<file path="src/rtl/mmcs_pkg.sv">
// Shared types and constants of the min/max contrast stretch unit.
`default_nettype none

package mmcs_pkg;

    localparam int SAMPLE_BITS      = 8;
    localparam int FIELD_LANES      = 3;
    localparam int PIXEL_FULL_SCALE = (1 << SAMPLE_BITS) - 1;
    localparam int NUM_BITS         = 2 * SAMPLE_BITS;
    localparam int DIV_STEPS        = SAMPLE_BITS;
    localparam int STEP_BITS        = $clog2(DIV_STEPS);
    localparam int OP_BITS          = 2;
    localparam int CHAN_BITS        = 2;

    typedef logic [SAMPLE_BITS-1:0] sample_t;

    typedef enum logic [OP_BITS-1:0] {
        OP_ACCUMULATE = 2'd0,
        OP_MAP        = 2'd1,
        OP_CLEAR      = 2'd2
    } op_t;

    // Per-cycle commands from the sequencer to every lane
    typedef struct packed {
        logic accumulate;
        logic clear;
        logic map_start;
        logic load;
        logic step;
    } lane_ctrl_t;

endpackage : mmcs_pkg

`default_nettype wire

</file>
<file path="src/rtl/mmcs_lane.sv">
// One channel lane: running min/max statistics and a bit-serial rounding divider.
`default_nettype none

module mmcs_lane (
    input  wire                       aclk,
    input  wire                       aresetn,
    input  wire mmcs_pkg::lane_ctrl_t ctrl,
    input  wire                       lane_en,
    input  wire mmcs_pkg::sample_t    sample,
    output mmcs_pkg::sample_t         result
);
    import mmcs_pkg::*;

    sample_t min_reg, min_next;
    sample_t max_reg, max_next;
    sample_t off_reg, diff_reg;
    logic    zero_reg;
    sample_t rem_reg, low_reg, quo_reg;

    logic                  flat;
    sample_t               clamped;
    logic [NUM_BITS-1:0]   numer;
    logic [SAMPLE_BITS:0]  trial;
    logic                  fits;
    logic [SAMPLE_BITS:0]  trial_sub;

    // Statistics update
    always_comb begin
        min_next = min_reg;
        max_next = max_reg;
        if (ctrl.clear) begin
            min_next = sample_t'(PIXEL_FULL_SCALE);
            max_next = '0;
        end else if (ctrl.accumulate && lane_en) begin
            if (sample < min_reg) min_next = sample;
            if (sample > max_reg) max_next = sample;
        end
    end

    always_ff @(posedge aclk) begin
        if (!aresetn) begin
            min_reg <= sample_t'(PIXEL_FULL_SCALE);
            max_reg <= '0;
        end else begin
            min_reg <= min_next;
            max_reg <= max_next;
        end
    end

    // Clamp into [min, max] and take the offset
    assign flat = (max_reg <= min_reg);

    always_comb begin
        if (sample < min_reg) begin
            clamped = min_reg;
        end else if (sample > max_reg) begin
            clamped = max_reg;
        end else begin
            clamped = sample;
        end
    end

    // off * 255 as a shift and subtract, plus half the divisor for rounding
    assign numer = ({off_reg, {SAMPLE_BITS{1'b0}}} - NUM_BITS'(off_reg))
                 + NUM_BITS'(diff_reg >> 1);

    assign trial     = {rem_reg, low_reg[SAMPLE_BITS-1]};
    assign fits      = (trial >= {1'b0, diff_reg});
    assign trial_sub = trial - {1'b0, diff_reg};

    always_ff @(posedge aclk) begin
        if (ctrl.map_start) begin
            off_reg  <= clamped - min_reg;
            diff_reg <= max_reg - min_reg;
            zero_reg <= flat || !lane_en;
        end
        if (ctrl.load) begin
            rem_reg <= numer[NUM_BITS-1:SAMPLE_BITS];
            low_reg <= numer[SAMPLE_BITS-1:0];
            quo_reg <= '0;
        end else if (ctrl.step) begin
            rem_reg <= fits ? trial_sub[SAMPLE_BITS-1:0] : trial[SAMPLE_BITS-1:0];
            low_reg <= {low_reg[SAMPLE_BITS-2:0], 1'b0};
            quo_reg <= {quo_reg[SAMPLE_BITS-2:0], fits};
        end
    end

    assign result = zero_reg ? sample_t'(0) : quo_reg;

endmodule : mmcs_lane

`default_nettype wire

</file>
<file path="src/rtl/mmcs_merge.sv">
// Output stage: gathers the lane quotients into one result item and holds it for the sink.
`default_nettype none

module mmcs_merge (
    input  wire                                      aclk,
    input  wire                                      aresetn,
    input  wire                                      load,
    input  wire mmcs_pkg::sample_t [mmcs_pkg::FIELD_LANES-1:0] lane_result,
    output logic                                     free,
    output logic                                     m_tvalid,
    input  wire                                      m_tready,
    output logic [mmcs_pkg::FIELD_LANES*mmcs_pkg::SAMPLE_BITS-1:0] m_tdata
);
    import mmcs_pkg::*;

    logic                                 valid_reg;
    logic [FIELD_LANES*SAMPLE_BITS-1:0]   data_reg;

    assign free = !valid_reg || m_tready;

    always_ff @(posedge aclk) begin
        if (!aresetn) begin
            valid_reg <= 1'b0;
        end else if (load) begin
            valid_reg <= 1'b1;
        end else if (m_tready) begin
            valid_reg <= 1'b0;
        end
    end

    always_ff @(posedge aclk) begin
        if (load) begin
            data_reg <= lane_result;
        end
    end

    assign m_tvalid = valid_reg;
    assign m_tdata  = data_reg;

endmodule : mmcs_merge

`default_nettype wire

</file>
<file path="src/rtl/min_max_contrast_stretch_unit.sv">
// Top level of the min/max contrast stretch unit: sequencer, lanes and output stage.
//
//  channel   | direction | handshake          | payload
//  ----------+-----------+--------------------+----------------------------------------
//  s_ input  | in        | s_tvalid/s_tready  | s_tuser: operation; s_tdata: samples
//  m_ result | out       | m_tvalid/m_tready  | m_tdata: stretched samples
//  cfg       | in        | cfg_wr_en          | cfg_wr_data: active_channels
//
//  Accumulate and clear items give no result.
//  A map item closes the input until its result is handed over: clamp, rounded numerator,
//  one quotient bit per cycle, hand-over; its result then waits in the output register.
//  Reset is synchronous, active low; statistics return to min 255 / max 0.
//  A finished result waits in the output register while new items are taken; the
//  sequencer holds in its last state only while that register is full and the sink not ready.
`default_nettype none

module min_max_contrast_stretch_unit #(
    parameter int LANES = 3
) (
    input  wire                                 aclk,
    input  wire                                 aresetn,
    // configuration
    input  wire                                 cfg_wr_en,
    input  wire  [mmcs_pkg::CHAN_BITS-1:0]      cfg_wr_data,   // active_channels
    // input items
    input  wire                                 s_tvalid,
    output logic                                s_tready,
    input  wire  [23:0]                         s_tdata,       // sample_0, sample_1, sample_2
    input  wire  [mmcs_pkg::OP_BITS-1:0]        s_tuser,       // operation
    // result items
    output logic                                m_tvalid,
    input  wire                                 m_tready,
    output logic [23:0]                         m_tdata        // stretched_0, _1, _2
);
    import mmcs_pkg::*;

    // Lanes actually built: limited by the three sample fields
    localparam int NLANES = (LANES < FIELD_LANES) ? LANES : FIELD_LANES;

    typedef enum logic [3:0] {
        ST_IDLE = 4'b0001,
        ST_PREP = 4'b0010,
        ST_DIV  = 4'b0100,
        ST_DONE = 4'b1000
    } state_t;

    state_t                 state_reg, state_next;
    logic [STEP_BITS-1:0]   step_reg, step_next;
    logic [CHAN_BITS-1:0]   chan_reg;
    logic [CHAN_BITS-1:0]   chan_count;
    logic                   accept;
    op_t                    op;
    lane_ctrl_t             ctrl;
    logic                   out_free;
    logic                   out_load;
    sample_t [FIELD_LANES-1:0] lane_result;

    // Configuration register: lane count
    always_ff @(posedge aclk) begin
        if (!aresetn) begin
            chan_reg <= CHAN_BITS'(1);
        end else if (cfg_wr_en) begin
            chan_reg <= cfg_wr_data;
        end
    end

    // A count of zero acts as one
    assign chan_count = (chan_reg == '0) ? CHAN_BITS'(1) : chan_reg;

    // Take one item at a time; a map item owns the lanes until its result is out
    assign s_tready = (state_reg == ST_IDLE);
    assign accept   = s_tvalid && s_tready;
    assign op       = op_t'(s_tuser);

    // Decode the operation into lane commands; the fourth code is dropped
    always_comb begin
        ctrl = '0;
        if (accept) begin
            unique case (op)
                OP_ACCUMULATE: ctrl.accumulate = 1'b1;
                OP_MAP:        ctrl.map_start  = 1'b1;
                OP_CLEAR:      ctrl.clear      = 1'b1;
                default:       ctrl            = '0;
            endcase
        end
        ctrl.load = (state_reg == ST_PREP);
        ctrl.step = (state_reg == ST_DIV);
    end

    // Sequencer
    always_comb begin
        state_next = state_reg;
        step_next  = step_reg;
        out_load   = 1'b0;
        unique case (state_reg)
            ST_IDLE: begin
                if (ctrl.map_start) state_next = ST_PREP;
            end
            ST_PREP: begin
                step_next  = '0;
                state_next = ST_DIV;
            end
            ST_DIV: begin
                step_next = step_reg + STEP_BITS'(1);
                if (step_reg == STEP_BITS'(DIV_STEPS - 1)) state_next = ST_DONE;
            end
            ST_DONE: begin
                // Hold until the output register can take the result
                if (out_free) begin
                    out_load   = 1'b1;
                    state_next = ST_IDLE;
                end
            end
            default: state_next = ST_IDLE;
        endcase
    end

    always_ff @(posedge aclk) begin
        if (!aresetn) begin
            state_reg <= ST_IDLE;
            step_reg  <= '0;
        end else begin
            state_reg <= state_next;
            step_reg  <= step_next;
        end
    end

    // Lanes: one per sample field up to LANES, the rest give zero
    for (genvar g = 0; g < FIELD_LANES; g++) begin : g_lane
        if (g < NLANES) begin : g_used
            mmcs_lane u_lane (
                .aclk    (aclk),
                .aresetn (aresetn),
                .ctrl    (ctrl),
                .lane_en (CHAN_BITS'(g) < chan_count),
                .sample  (s_tdata[g*SAMPLE_BITS +: SAMPLE_BITS]),
                .result  (lane_result[g])
            );
        end else begin : g_unused
            assign lane_result[g] = '0;
        end
    end

    mmcs_merge u_merge (
        .aclk        (aclk),
        .aresetn     (aresetn),
        .load        (out_load),
        .lane_result (lane_result),
        .free        (out_free),
        .m_tvalid    (m_tvalid),
        .m_tready    (m_tready),
        .m_tdata     (m_tdata)
    );

endmodule : min_max_contrast_stretch_unit

`default_nettype wire

</file>
<file path="config.mk">
export PLATFORM = sky130hd
export DESIGN_NAME = min_max_contrast_stretch_unit
export DESIGN_NICKNAME = d
export VERILOG_FILES = /design/src/rtl/mmcs_pkg.sv /design/src/rtl/mmcs_lane.sv /design/src/rtl/mmcs_merge.sv /design/src/rtl/min_max_contrast_stretch_unit.sv
export SDC_FILE = /design/constraint.sdc
export NUM_CORES = 1
export LEC_CHECK = 0
export BUFFER_PORTS_ARGS = -buffer_cell sky130_fd_sc_hd__buf_2
export CAP_MARGIN = 20
export CORE_ASPECT_RATIO = 0.6
export CORE_MARGIN = 2
export CORE_UTILIZATION = 40
export CTS_CLUSTER_SIZE = 14
export DETAILED_ROUTE_END_ITERATION = 8
export MAX_ROUTING_LAYER = met4
export SYNTH_ARGS = -nofsm -noshare
export SYNTH_HDL_FRONTEND = slang
export SYNTH_SLANG_ARGS = --single-unit
</file>
<file path="constraint.sdc">
create_clock -name aclk -period 3 [get_ports aclk]
set_input_delay 0 -clock aclk [delete_from_list [all_inputs] [get_ports aclk]]
set_output_delay 0 -clock aclk [all_outputs]
set_load 0.1 [all_outputs]
</file>
Word level (Yosys, flattened, before mapping). Index checks and enable logic that the tools add are counted.

Eq/ne operators: 10. Muxes and demuxes: 35. Reductions and logical operators: 24. Bitwise operators: 1. $mul: 0. Shift operators: 0. Order comparisons: 15. Div/mod/pow operators: 0. Add/sub/neg operators: 16.

Operator list (count): $mux 8 (21); $sub 8x8->8 (9); $add 16x7->16 (3); $sub 16x8->16 (3); $ge 9x8->1 (3); $gt 8x8->1 (3); $le 8x8->1 (3); $lt 8x8->1 (3); $pmux 4 s4 (1); $mux 4 (3); $reduce_and 2->1 (6); $mux 1 (7); $pmux 3 s2 (1); $mux 5 (1); $eq 4x1->1 const B (1); $eq 4x2->1 const B (1); $eq 4x3->1 const B (1); $eq 4x4->1 const B (1); $logic_and 1x1->1 (4); $logic_not 1->1 (4); $logic_not 2->1 (2); $logic_or 1x1->1 (4); $lt 1x2->1 const A (2); $ne 2x1->1 const B (2); 11 further kinds (12).

Latch bits: 0. Memories kept: 0. Logic and storage cells: 132. RAM bits: 0. Register bits: 205. Input bits: 33. ROM bits: 0.

Depth between registers and ports, before layout. Gate-level depths: netlist of run 1.

Depth after elaboration: 5. Mapped depth: 17. Mapped depth without buffers: 17.

Hierarchy. From an unflattened synthesis of run 1, not the netlist that was laid out.

Cell total of the unflattened synthesis: 1417. Area total of the unflattened synthesis: 13569.3 um^2.

By module, submodules not included: mmcs_lane at g_lane[1].g_used.u_lane ... (times used 2, area an instance 4062.6 um^2, cells each 442, sequential area each 1471.4 um^2); mmcs_lane at g_lane[0].g_used.u_lane (times used 1, area an instance 4112.7 um^2, cells each 440, sequential area each 1471.4 um^2); mmcs_merge (times used 1, area an instance 769.5 um^2, cells each 28, sequential area each 740.7 um^2); min_max_contrast_stretch_unit (times used 1, area an instance 561.8 um^2, cells each 65, sequential area each 180.2 um^2).

Worst setup path after synthesis of run 1. Ideal clock, no wire load.

Path type: register -> register. From: register state_reg[3]. To: register g_lane[0].g_used.u_lane.diff_reg[0] (enable). Slack: -0.251 ns. Clock period less this slack: 3.251 ns. Arrival: 2.792 ns. Stages on the path, launching flop included: 4. Path through: dfxtp_1 -> nor2_2 -> nand3b_2 -> nor2_1.

RTL lines: start, declared (RTL line min_max_contrast_stretch_unit.sv:47) `state_t state_reg, state_next;`; start signal, assigned (RTL line min_max_contrast_stretch_unit.sv:123) `state_reg <= state_next;`; end signal, assigned (RTL line mmcs_lane.sv:74) `diff_reg <= max_reg - min_reg;`; end, declared (RTL line mmcs_lane.sv:16) `sample_t off_reg, diff_reg;`.

Worst setup path after layout of run 1.
From: register g_lane[1].g_used.u_lane.max_reg[1]. To: register g_lane[1].g_used.u_lane.off_reg[6] (data pin).

Word-level cells in the longest chain between the ends: 4.

Ends and longest elaborated chain: start, declared (RTL line mmcs_lane.sv:15) `sample_t max_reg, max_next;`; start signal, assigned (RTL line mmcs_lane.sv:46) `max_reg <= max_next;`; $gt 8x8->1 (RTL line mmcs_lane.sv:56) `end else if (sample > max_reg) begin`; $mux 8 * (RTL line mmcs_lane.sv:56); $mux 8 * (RTL line mmcs_lane.sv:54) `if (sample < min_reg) begin`; $sub 8x8->8 * (RTL line mmcs_lane.sv:73) `off_reg <= clamped - min_reg;`; end signal, assigned (RTL line mmcs_lane.sv:73); end, declared (RTL line mmcs_lane.sv:16).

Every way passes the cells marked *; elsewhere a longest branch is shown, timed or not. A chain may end at the register's enable or synchronous reset.

==> metrics.csv, run 1 <==
stage,metric,value,unit
run_status,status,"complete, but fails checks",
run_status,violations,negative setup slack,
critical_path,cp_slowest_stage_delay,0.34,ns
detailed_routing,viasPerCell,5.16,
floorplanning,start_util,0.407,
critical_path,crit_arrival,3.57,ns
synthesis,async_reset_ff_frac,0,
floorplanning,io_pins,59,
worst_hold_path,worstHoldEndpoint,g_lane[2].g_used.u_lane.min_reg[7],
synthesis,post-synth-top-area-cell,edfxtp_1,
critical_path,endpoint_kind,flop,
timing,period_needed,3.30,ns
final_layout,stdcell_count,2007,
worst_hold_path,min_path_cells,4,
floorplanning,chipHeight,145,um
synthesis,synth_area,0.0132,mm2
critical_path,r2r-end,g_lane[1].g_used.u_lane.off_reg[6],
critical_path,path_cells,inv_2 -> ha_4 -> nor2b_4 -> o211ai_1 -> a21oi_2 -> o32ai_2 -> buf_4 -> mux2i_1 -> nor2_1 -> a21oi_2 -> ha_2 -> fa_2 -> nor2b_1 -> o21ai_1 -> nand2b_1 -> a21o_1 -> a21oi_2 -> xnor2_1,
final_layout,area_growth,24.6,%
synthesis,syn_inst,1357,
placement,pre_cts_slack,-0.312,ns
critical_path,r2r_slack,-0.30,ns
detailed_routing,first_pass_iters,5,
grt,grt_pass1_vias,9728,
timing,layout_setup_ws,-0.301,ns
placement,routabilityCongestion,0.899,
placement,dp_cells,1923,
grt,grt.overflow.total,0,
synthesis,synth_cell_types,70,
pwr,p_leak,0.00746,uW
detailed_routing,final_antenna_net_count,0,
timing,rsz0062_at_grt,yes,
grt,grt_max_degree,71,
synthesis,synth_area_leaders,"edfxtp_1 (28%), ha_1 (13%), dfxtp_1 (12%)",
timing,fmax,303,MHz
clocking,cts_max_level,1,
timing,slew_viol_final,0,
timing,worstMarginPinSlew,0.695,ns
timing,finalSetupViolCount,6,
pwr,peakVddDrop,317,uV
clocking,cts_tree,yes,
synthesis,synth_edf_count,123,
clocking,cts_buffers,22,
floorplanning,die_area,0.0346,mm2
run,cap_violations,0,
synthesis,synth-seq-cells,205,
floorplanning,row_count,51,
clocking,ctsRootBufferMaster,clkbuf_16,
final_layout,nNetsFinal,1747,
grt,antenna_found_initial,2,
clocking,cts_max_path_buffers,3,
worst_hold_path,min-delay-start,s_tvalid,
synthesis,synth_fp_nets,1539,
critical_path,setup.worst_path.class,reg -> reg,
pwr,p_per_area,459,mW/mm2
pwr,p_total,7570,uW
critical_path,path_max_fanout,4,
final_layout,final_util,0.508,
detailed_routing,wl,32600,um
detailed_routing,dr.first_iter.drc_count,671,
timing,fin_skew,0.0120,ns
synthesis,synth_warnings,0,
placement,dpl.hpwl,24300,um
critical_path,slowest_stage,dfxtp_2,
final_layout,drive_gt1_frac,0.210,
floorplanning,core-area,0.0325,mm2
clocking,clkSinkCount,205,
timing,hold_violations,0,
placement,portBuffers,58,
synthesis,syn_avg_cell_area,9.75,um2
critical_path,cp.required,3.26,ns
timing,slew_headroom,0.535,
clocking,clk_pin_slew,0.07,ns
critical_path,rr_worst_depth,18,
critical_path,r2r_start,g_lane[1].g_used.u_lane.max_reg[1],
synthesis,ys.flop_type,edfxtp_1,
synthesis,seq_area_frac_synth,0.403,
grt,grt_pass1_wl,52100,um
grt,grt_usage,0.195,
floorplanning,die_w,239,um
timing,holdWs,0.0598,ns
synthesis,synth_top_area_frac,0.279,
critical_path,path_common_cell,a21oi_2,
detailed_routing,vias,10353,
worst_hold_path,hp-class,in -> reg,
detailed_routing,wl_per_cell,16.2,um
clocking,clock_latency,0.52,ns
timing,period_share,1.10,
detailed_routing,route.detailed.drc,0,
critical_path,setup.worst_path.start_class,flop,
[report_power, final]
part | internal (uW) | total [uW] | switching, uW
Combinational | 629 | 1400 | 767
Clock | 1830 | 3000 | 1170
Sequential | 3100 | 3170 | 69.9
[what timing repair did]
action                                  CTS  global route
endpoints found under the setup margin   11            15
resized for setup                        47            55
hold endpoints to repair                 58             0
pin swaps                                31            30
cloned                                    0             0
hold buffers                             29             0
setup buffers                             5            10
[worst max-delay path by stage]
stage                                    endpoint  depth (start not counted)  slack, ns                          startpoint
4_1_cts        g_lane[1].g_used.u_lane.off_reg[6]                         18      -0.25  g_lane[1].g_used.u_lane.max_reg[1]
3_5_place_dp   g_lane[1].g_used.u_lane.off_reg[6]                         18      -0.31  g_lane[1].g_used.u_lane.max_reg[1]
5_1_grt        g_lane[1].g_used.u_lane.off_reg[6]                         18      -0.44  g_lane[1].g_used.u_lane.max_reg[1]
3_3_place_gp   g_lane[1].g_used.u_lane.off_reg[7]                         17      -0.22  g_lane[1].g_used.u_lane.max_reg[1]
6_report       g_lane[1].g_used.u_lane.off_reg[6]                         18      -0.30  g_lane[1].g_used.u_lane.max_reg[1]
2_1_floorplan  g_lane[1].g_used.u_lane.off_reg[6]                         17       -0.1  g_lane[1].g_used.u_lane.max_reg[1]
[cells by family after synthesis]
kind of cell,synth area share
AOI/OAI and AO/OA,0.135
xor gates and xnor gates,0.0516
adders and majority gates,0.148
buffers and inverters,0.0430
DFF,0.403
muxes,0.0676
and+or+nand+nor,0.152
[Yosys cell counts (3+ instances only)]
library cell and n:
a211oi_1 9, a21boi_0 3, a21o_1 13, a21oi_1 86, a22o_1 24, a31oi_1 4, and3_1 9, clkbuf_1 24
dfxtp_1 82, edfxtp_1 123, fa_1 12, ha_1 137, inv_1 120, mux2_2 3, mux2i_1 86, nand2_1 104
nand2b_1 25, nand3_1 15, nand3b_1 3, nand4_1 12, nor2_1 117, nor2b_1 57, nor3_1 32, nor3b_1 4
nor4b_1 3, o211ai_1 6, o21a_1 7, o21ai_0 85, o21bai_1 8, o221ai_1 3, o31ai_1 4, or2_2 4
or3_1 10, xnor2_1 55, xor2_1 23
[per-layer routing]
metal,up-vias,share of wire,track usage
li1,5240,-,-
met1,4852,0.55,0.306
met2,222,0.38,0.257
met3,39,0.049,0.0298
met4,0,0.016,0.0414
met5,-,0,-
[per-stage QoR]
stage,instance area (um2),TNS [ns]
after global placement,14900,-0.807
after floorplan,13300,-0.181
final,16500,-0.967
after detailed placement,14900,-1.76
after CTS,16200,-0.700
after global routing,16500,-2.06
[cells in the final DEF (no fill, tap or decap), types with 6 or more instances in the layout]
cell type,n
ha_1,123
edfxtp_1,123
buf_4,120
nor2_1,113
inv_1,111
nand2_1,101
mux2i_1,86
dfxtp_1,73
a21oi_1,70
o21ai_0,64
buf_2,58
xnor2_1,54
nor2b_1,49
nor3_1,31
dlygate4sd3_1,29
nand2b_1,25
a22o_1,24
clkbuf_16,24
xor2_1,23
a21oi_2,15
o21ai_1,15
a21o_1,13
nand3_1,12
nand4_1,12
or3_1,10
ha_4,10
a211oi_1,9
inv_2,9
fa_1,9
dfxtp_2,9
and3_1,8
nor2b_4,7
o21a_1,7
o21bai_1,7
o211ai_1,6
o21ai_2,6
[critical path, delay by kind of cell (launching register included)]
family	cells	cell delay [ns]
and+or+nand+nor	4	0.34
DFF	1	0.34
adders and majority gates	3	0.63
buffers and inverters	2	0.25
AOI/OAI and AO/OA	7	1.21
xor gates and xnor gates	1	0.07
muxes	1	0.22
[area by class of cell]
class                           count  area (um2)
Antenna cell                        2        5.00
Inverter                          120         450
Clock buffer                       28         626
Tap cell                          424         531
Fill cell                        2916       16000
Sequential cell                   205        5350
Multi-Input combinational cell   1003        7770
Clock inverter                     12         173
Timing Repair Buffer              213        1580
Note: power is estimated with default switching activity, not from simulation.
==> run 2: changes to the inputs <==
--- a/config.mk
+++ b/config.mk
@@ -10,6 +10,7 @@
 export CORE_ASPECT_RATIO = 0.6
 export CORE_MARGIN = 2
 export CORE_UTILIZATION = 40
+export CTS_BUF_LIST = sky130_fd_sc_hd__clkbuf_8
 export CTS_CLUSTER_SIZE = 14
 export DETAILED_ROUTE_END_ITERATION = 8
 export MAX_ROUTING_LAYER = met4
==> metrics.csv, run 2 (same netlist as run 1, synthesis figures left out) <==
stage,metric,value,unit
run_status,status,"complete, but fails checks",
run_status,violations,negative setup slack,
placement,portBuffers,58,
clocking,ctsRootBufferMaster,clkbuf_8,
floorplanning,io_pins,59,
grt,grt_max_degree,71,
clocking,clk_pin_slew,0.07,ns
detailed_routing,viasPerCell,5.14,
final_layout,nNetsFinal,1757,
placement,dpl.hpwl,24300,um
critical_path,path_common_cell,a21oi_2,
clocking,cts_max_path_buffers,3,
critical_path,cp_slowest_stage_delay,0.33,ns
clocking,clkSinkCount,205,
detailed_routing,first_pass_iters,5,
grt,grt_pass1_vias,9804,
detailed_routing,wl,32900,um
timing,fin_skew,0.0242,ns
floorplanning,chipHeight,145,um
grt,grt_pass1_wl,52400,um
final_layout,fillers,2943,
detailed_routing,dr.first_iter.drc_count,738,
floorplanning,core-area,0.0325,mm2
grt,grt.overflow.total,0,
pwr,p_leak,0.00744,uW
detailed_routing,wl_per_cell,16.2,um
critical_path,endpoint_kind,flop,
detailed_routing,vias,10419,
detailed_routing,dr.max_layer_used,met4,
critical_path,path_max_fanout,4,
floorplanning,row_count,51,
run,cap_violations,0,
timing,tns,-0.914,ns
final_layout,drive_gt1_frac,0.214,
timing,holdWs,0.0188,ns
timing,worstMarginPinSlew,0.705,ns
pwr,peakVddDrop,244,uV
floorplanning,die_w,239,um
critical_path,setup.worst_path.class,reg -> reg,
timing,layout_setup_ws,-0.289,ns
timing,slew_viol_final,0,
timing,period_share,1.10,
final_layout,multi_input_area,0.00777,mm2
detailed_routing,dr_wl_met3,1880,um
critical_path,cp.required,3.28,ns
final_layout,final_util,0.504,
critical_path,critPathBufInv,2,
critical_path,crit_arrival,3.57,ns
critical_path,setup.worst_path.start_class,flop,
timing,hold_violations,0,
critical_path,path_cells,inv_2 -> ha_4 -> nor2b_4 -> o211ai_1 -> a21oi_2 -> o32ai_2 -> buf_4 -> mux2i_1 -> nor2_1 -> a21oi_2 -> ha_2 -> fa_2 -> nor2b_1 -> o21ai_1 -> nand2b_1 -> a21o_1 -> a21oi_2 -> xnor2_1,
detailed_routing,met1_length,17900,um
detailed_routing,dr_wl_met2,12600,um
clocking,clock_latency,0.55,ns
timing,period_needed,3.29,ns
critical_path,cp_top_family,compound AO/OA/AOI/OAI gates,
final_layout,seq_area,0.00535,mm2
detailed_routing,final_antenna_net_count,0,
timing,slew_headroom,0.528,
grt,antenna_found_initial,1,
floorplanning,die_area,0.0346,mm2
detailed_routing,route.detailed.drc,0,
timing,rsz0062_at_grt,yes,
clocking,cts_buffers,34,
timing,finalSetupViolCount,6,
clocking,cts_max_level,2,
final_layout,area_growth,23.7,%
final_layout,final_cell_mix,"ha_1 (123), edfxtp_1 (123), inv_1 (118)",
placement,routabilityCongestion,0.899,
floorplanning,start_util,0.407,
timing,fmax,304,MHz
clocking,cts_tree,yes,
grt,grt_usage,0.198,
critical_path,slowest_stage,dfxtp_2,
worst_hold_path,hp-class,in -> reg,
pwr,p_per_area,435,mW/mm2
## run 2: cell types whose count changed in the layout (fill, tap and decap cells not counted), sizes merged
cell	before	now
buf	184	182
bufinv	4	2
clkbuf	28	38
clkinv	6	10
clkinvlp	0	2
diode	2	1
inv	122	130
## run 2: timing repair
action                                  in CTS  in global routing
gates resized for setup                     51                 48
pin swaps                                   29                 32
setup buffers                                5                  9
hold endpoints to repair                    58                  0
endpoints found under the setup margin      12                 16
hold buffers                                29                  0
## run 2: layout make-up
cell class              count  share of cell area
diodes                      1            0.000153
clock buffers              38              0.0319
clock inverters            24             0.00994
inverters                 120              0.0275
multi-input cells        1003               0.475
flip-flops and latches    205               0.327
well taps                 424              0.0324
repair buffers            211              0.0965
## run 2: path summary, 6_finish.rpt
path                                      start                                 end  slack [ns]  cells after the start
max          g_lane[1].g_used.u_lane.max_reg[1]  g_lane[1].g_used.u_lane.off_reg[6]       -0.29                     18
max reg2reg  g_lane[1].g_used.u_lane.max_reg[1]  g_lane[1].g_used.u_lane.off_reg[6]       -0.29                     18
min                                    s_tvalid  g_lane[2].g_used.u_lane.min_reg[7]        0.02                      4
min reg2reg  g_lane[2].g_used.u_lane.quo_reg[7]  g_lane[2].g_used.u_lane.quo_reg[7]        0.47                      1
## run 2: tightest hold or removal path, stage by stage
cell	delay [ns]
buf_2	0.12
a31oi_2	0.08
buf_4	0.24
nand2_1	0.09
## run 2: metrics by stage
step                instance area (um2)  total power (uW)  std cells  worst slack, ns
detailed placement                14900              4500       1923           -0.312
floorplan                         13300              4100       1357          -0.0962
CTS                               16100              7140       2017           -0.254
global route                      16400              7480       2026           -0.487
finish                            16400              7120       2026           -0.289
global placement                  14900              4470       1922           -0.216
## run 2: layer usage
metal	vias to the layer above	global-route usage
met4	0	0.0507
met3	43	0.0326
met2	243	0.258
li1	5270	-
met1	4863	0.307
met5	-	-
## run 2: power breakdown
part	internal, uW	leakage, uW	total [uW]	switching (uW)
sequential	3110	0.00184	3170	69.2
combinational	630	0.00521	1400	768
clock	1350	0.000384	2550	1200
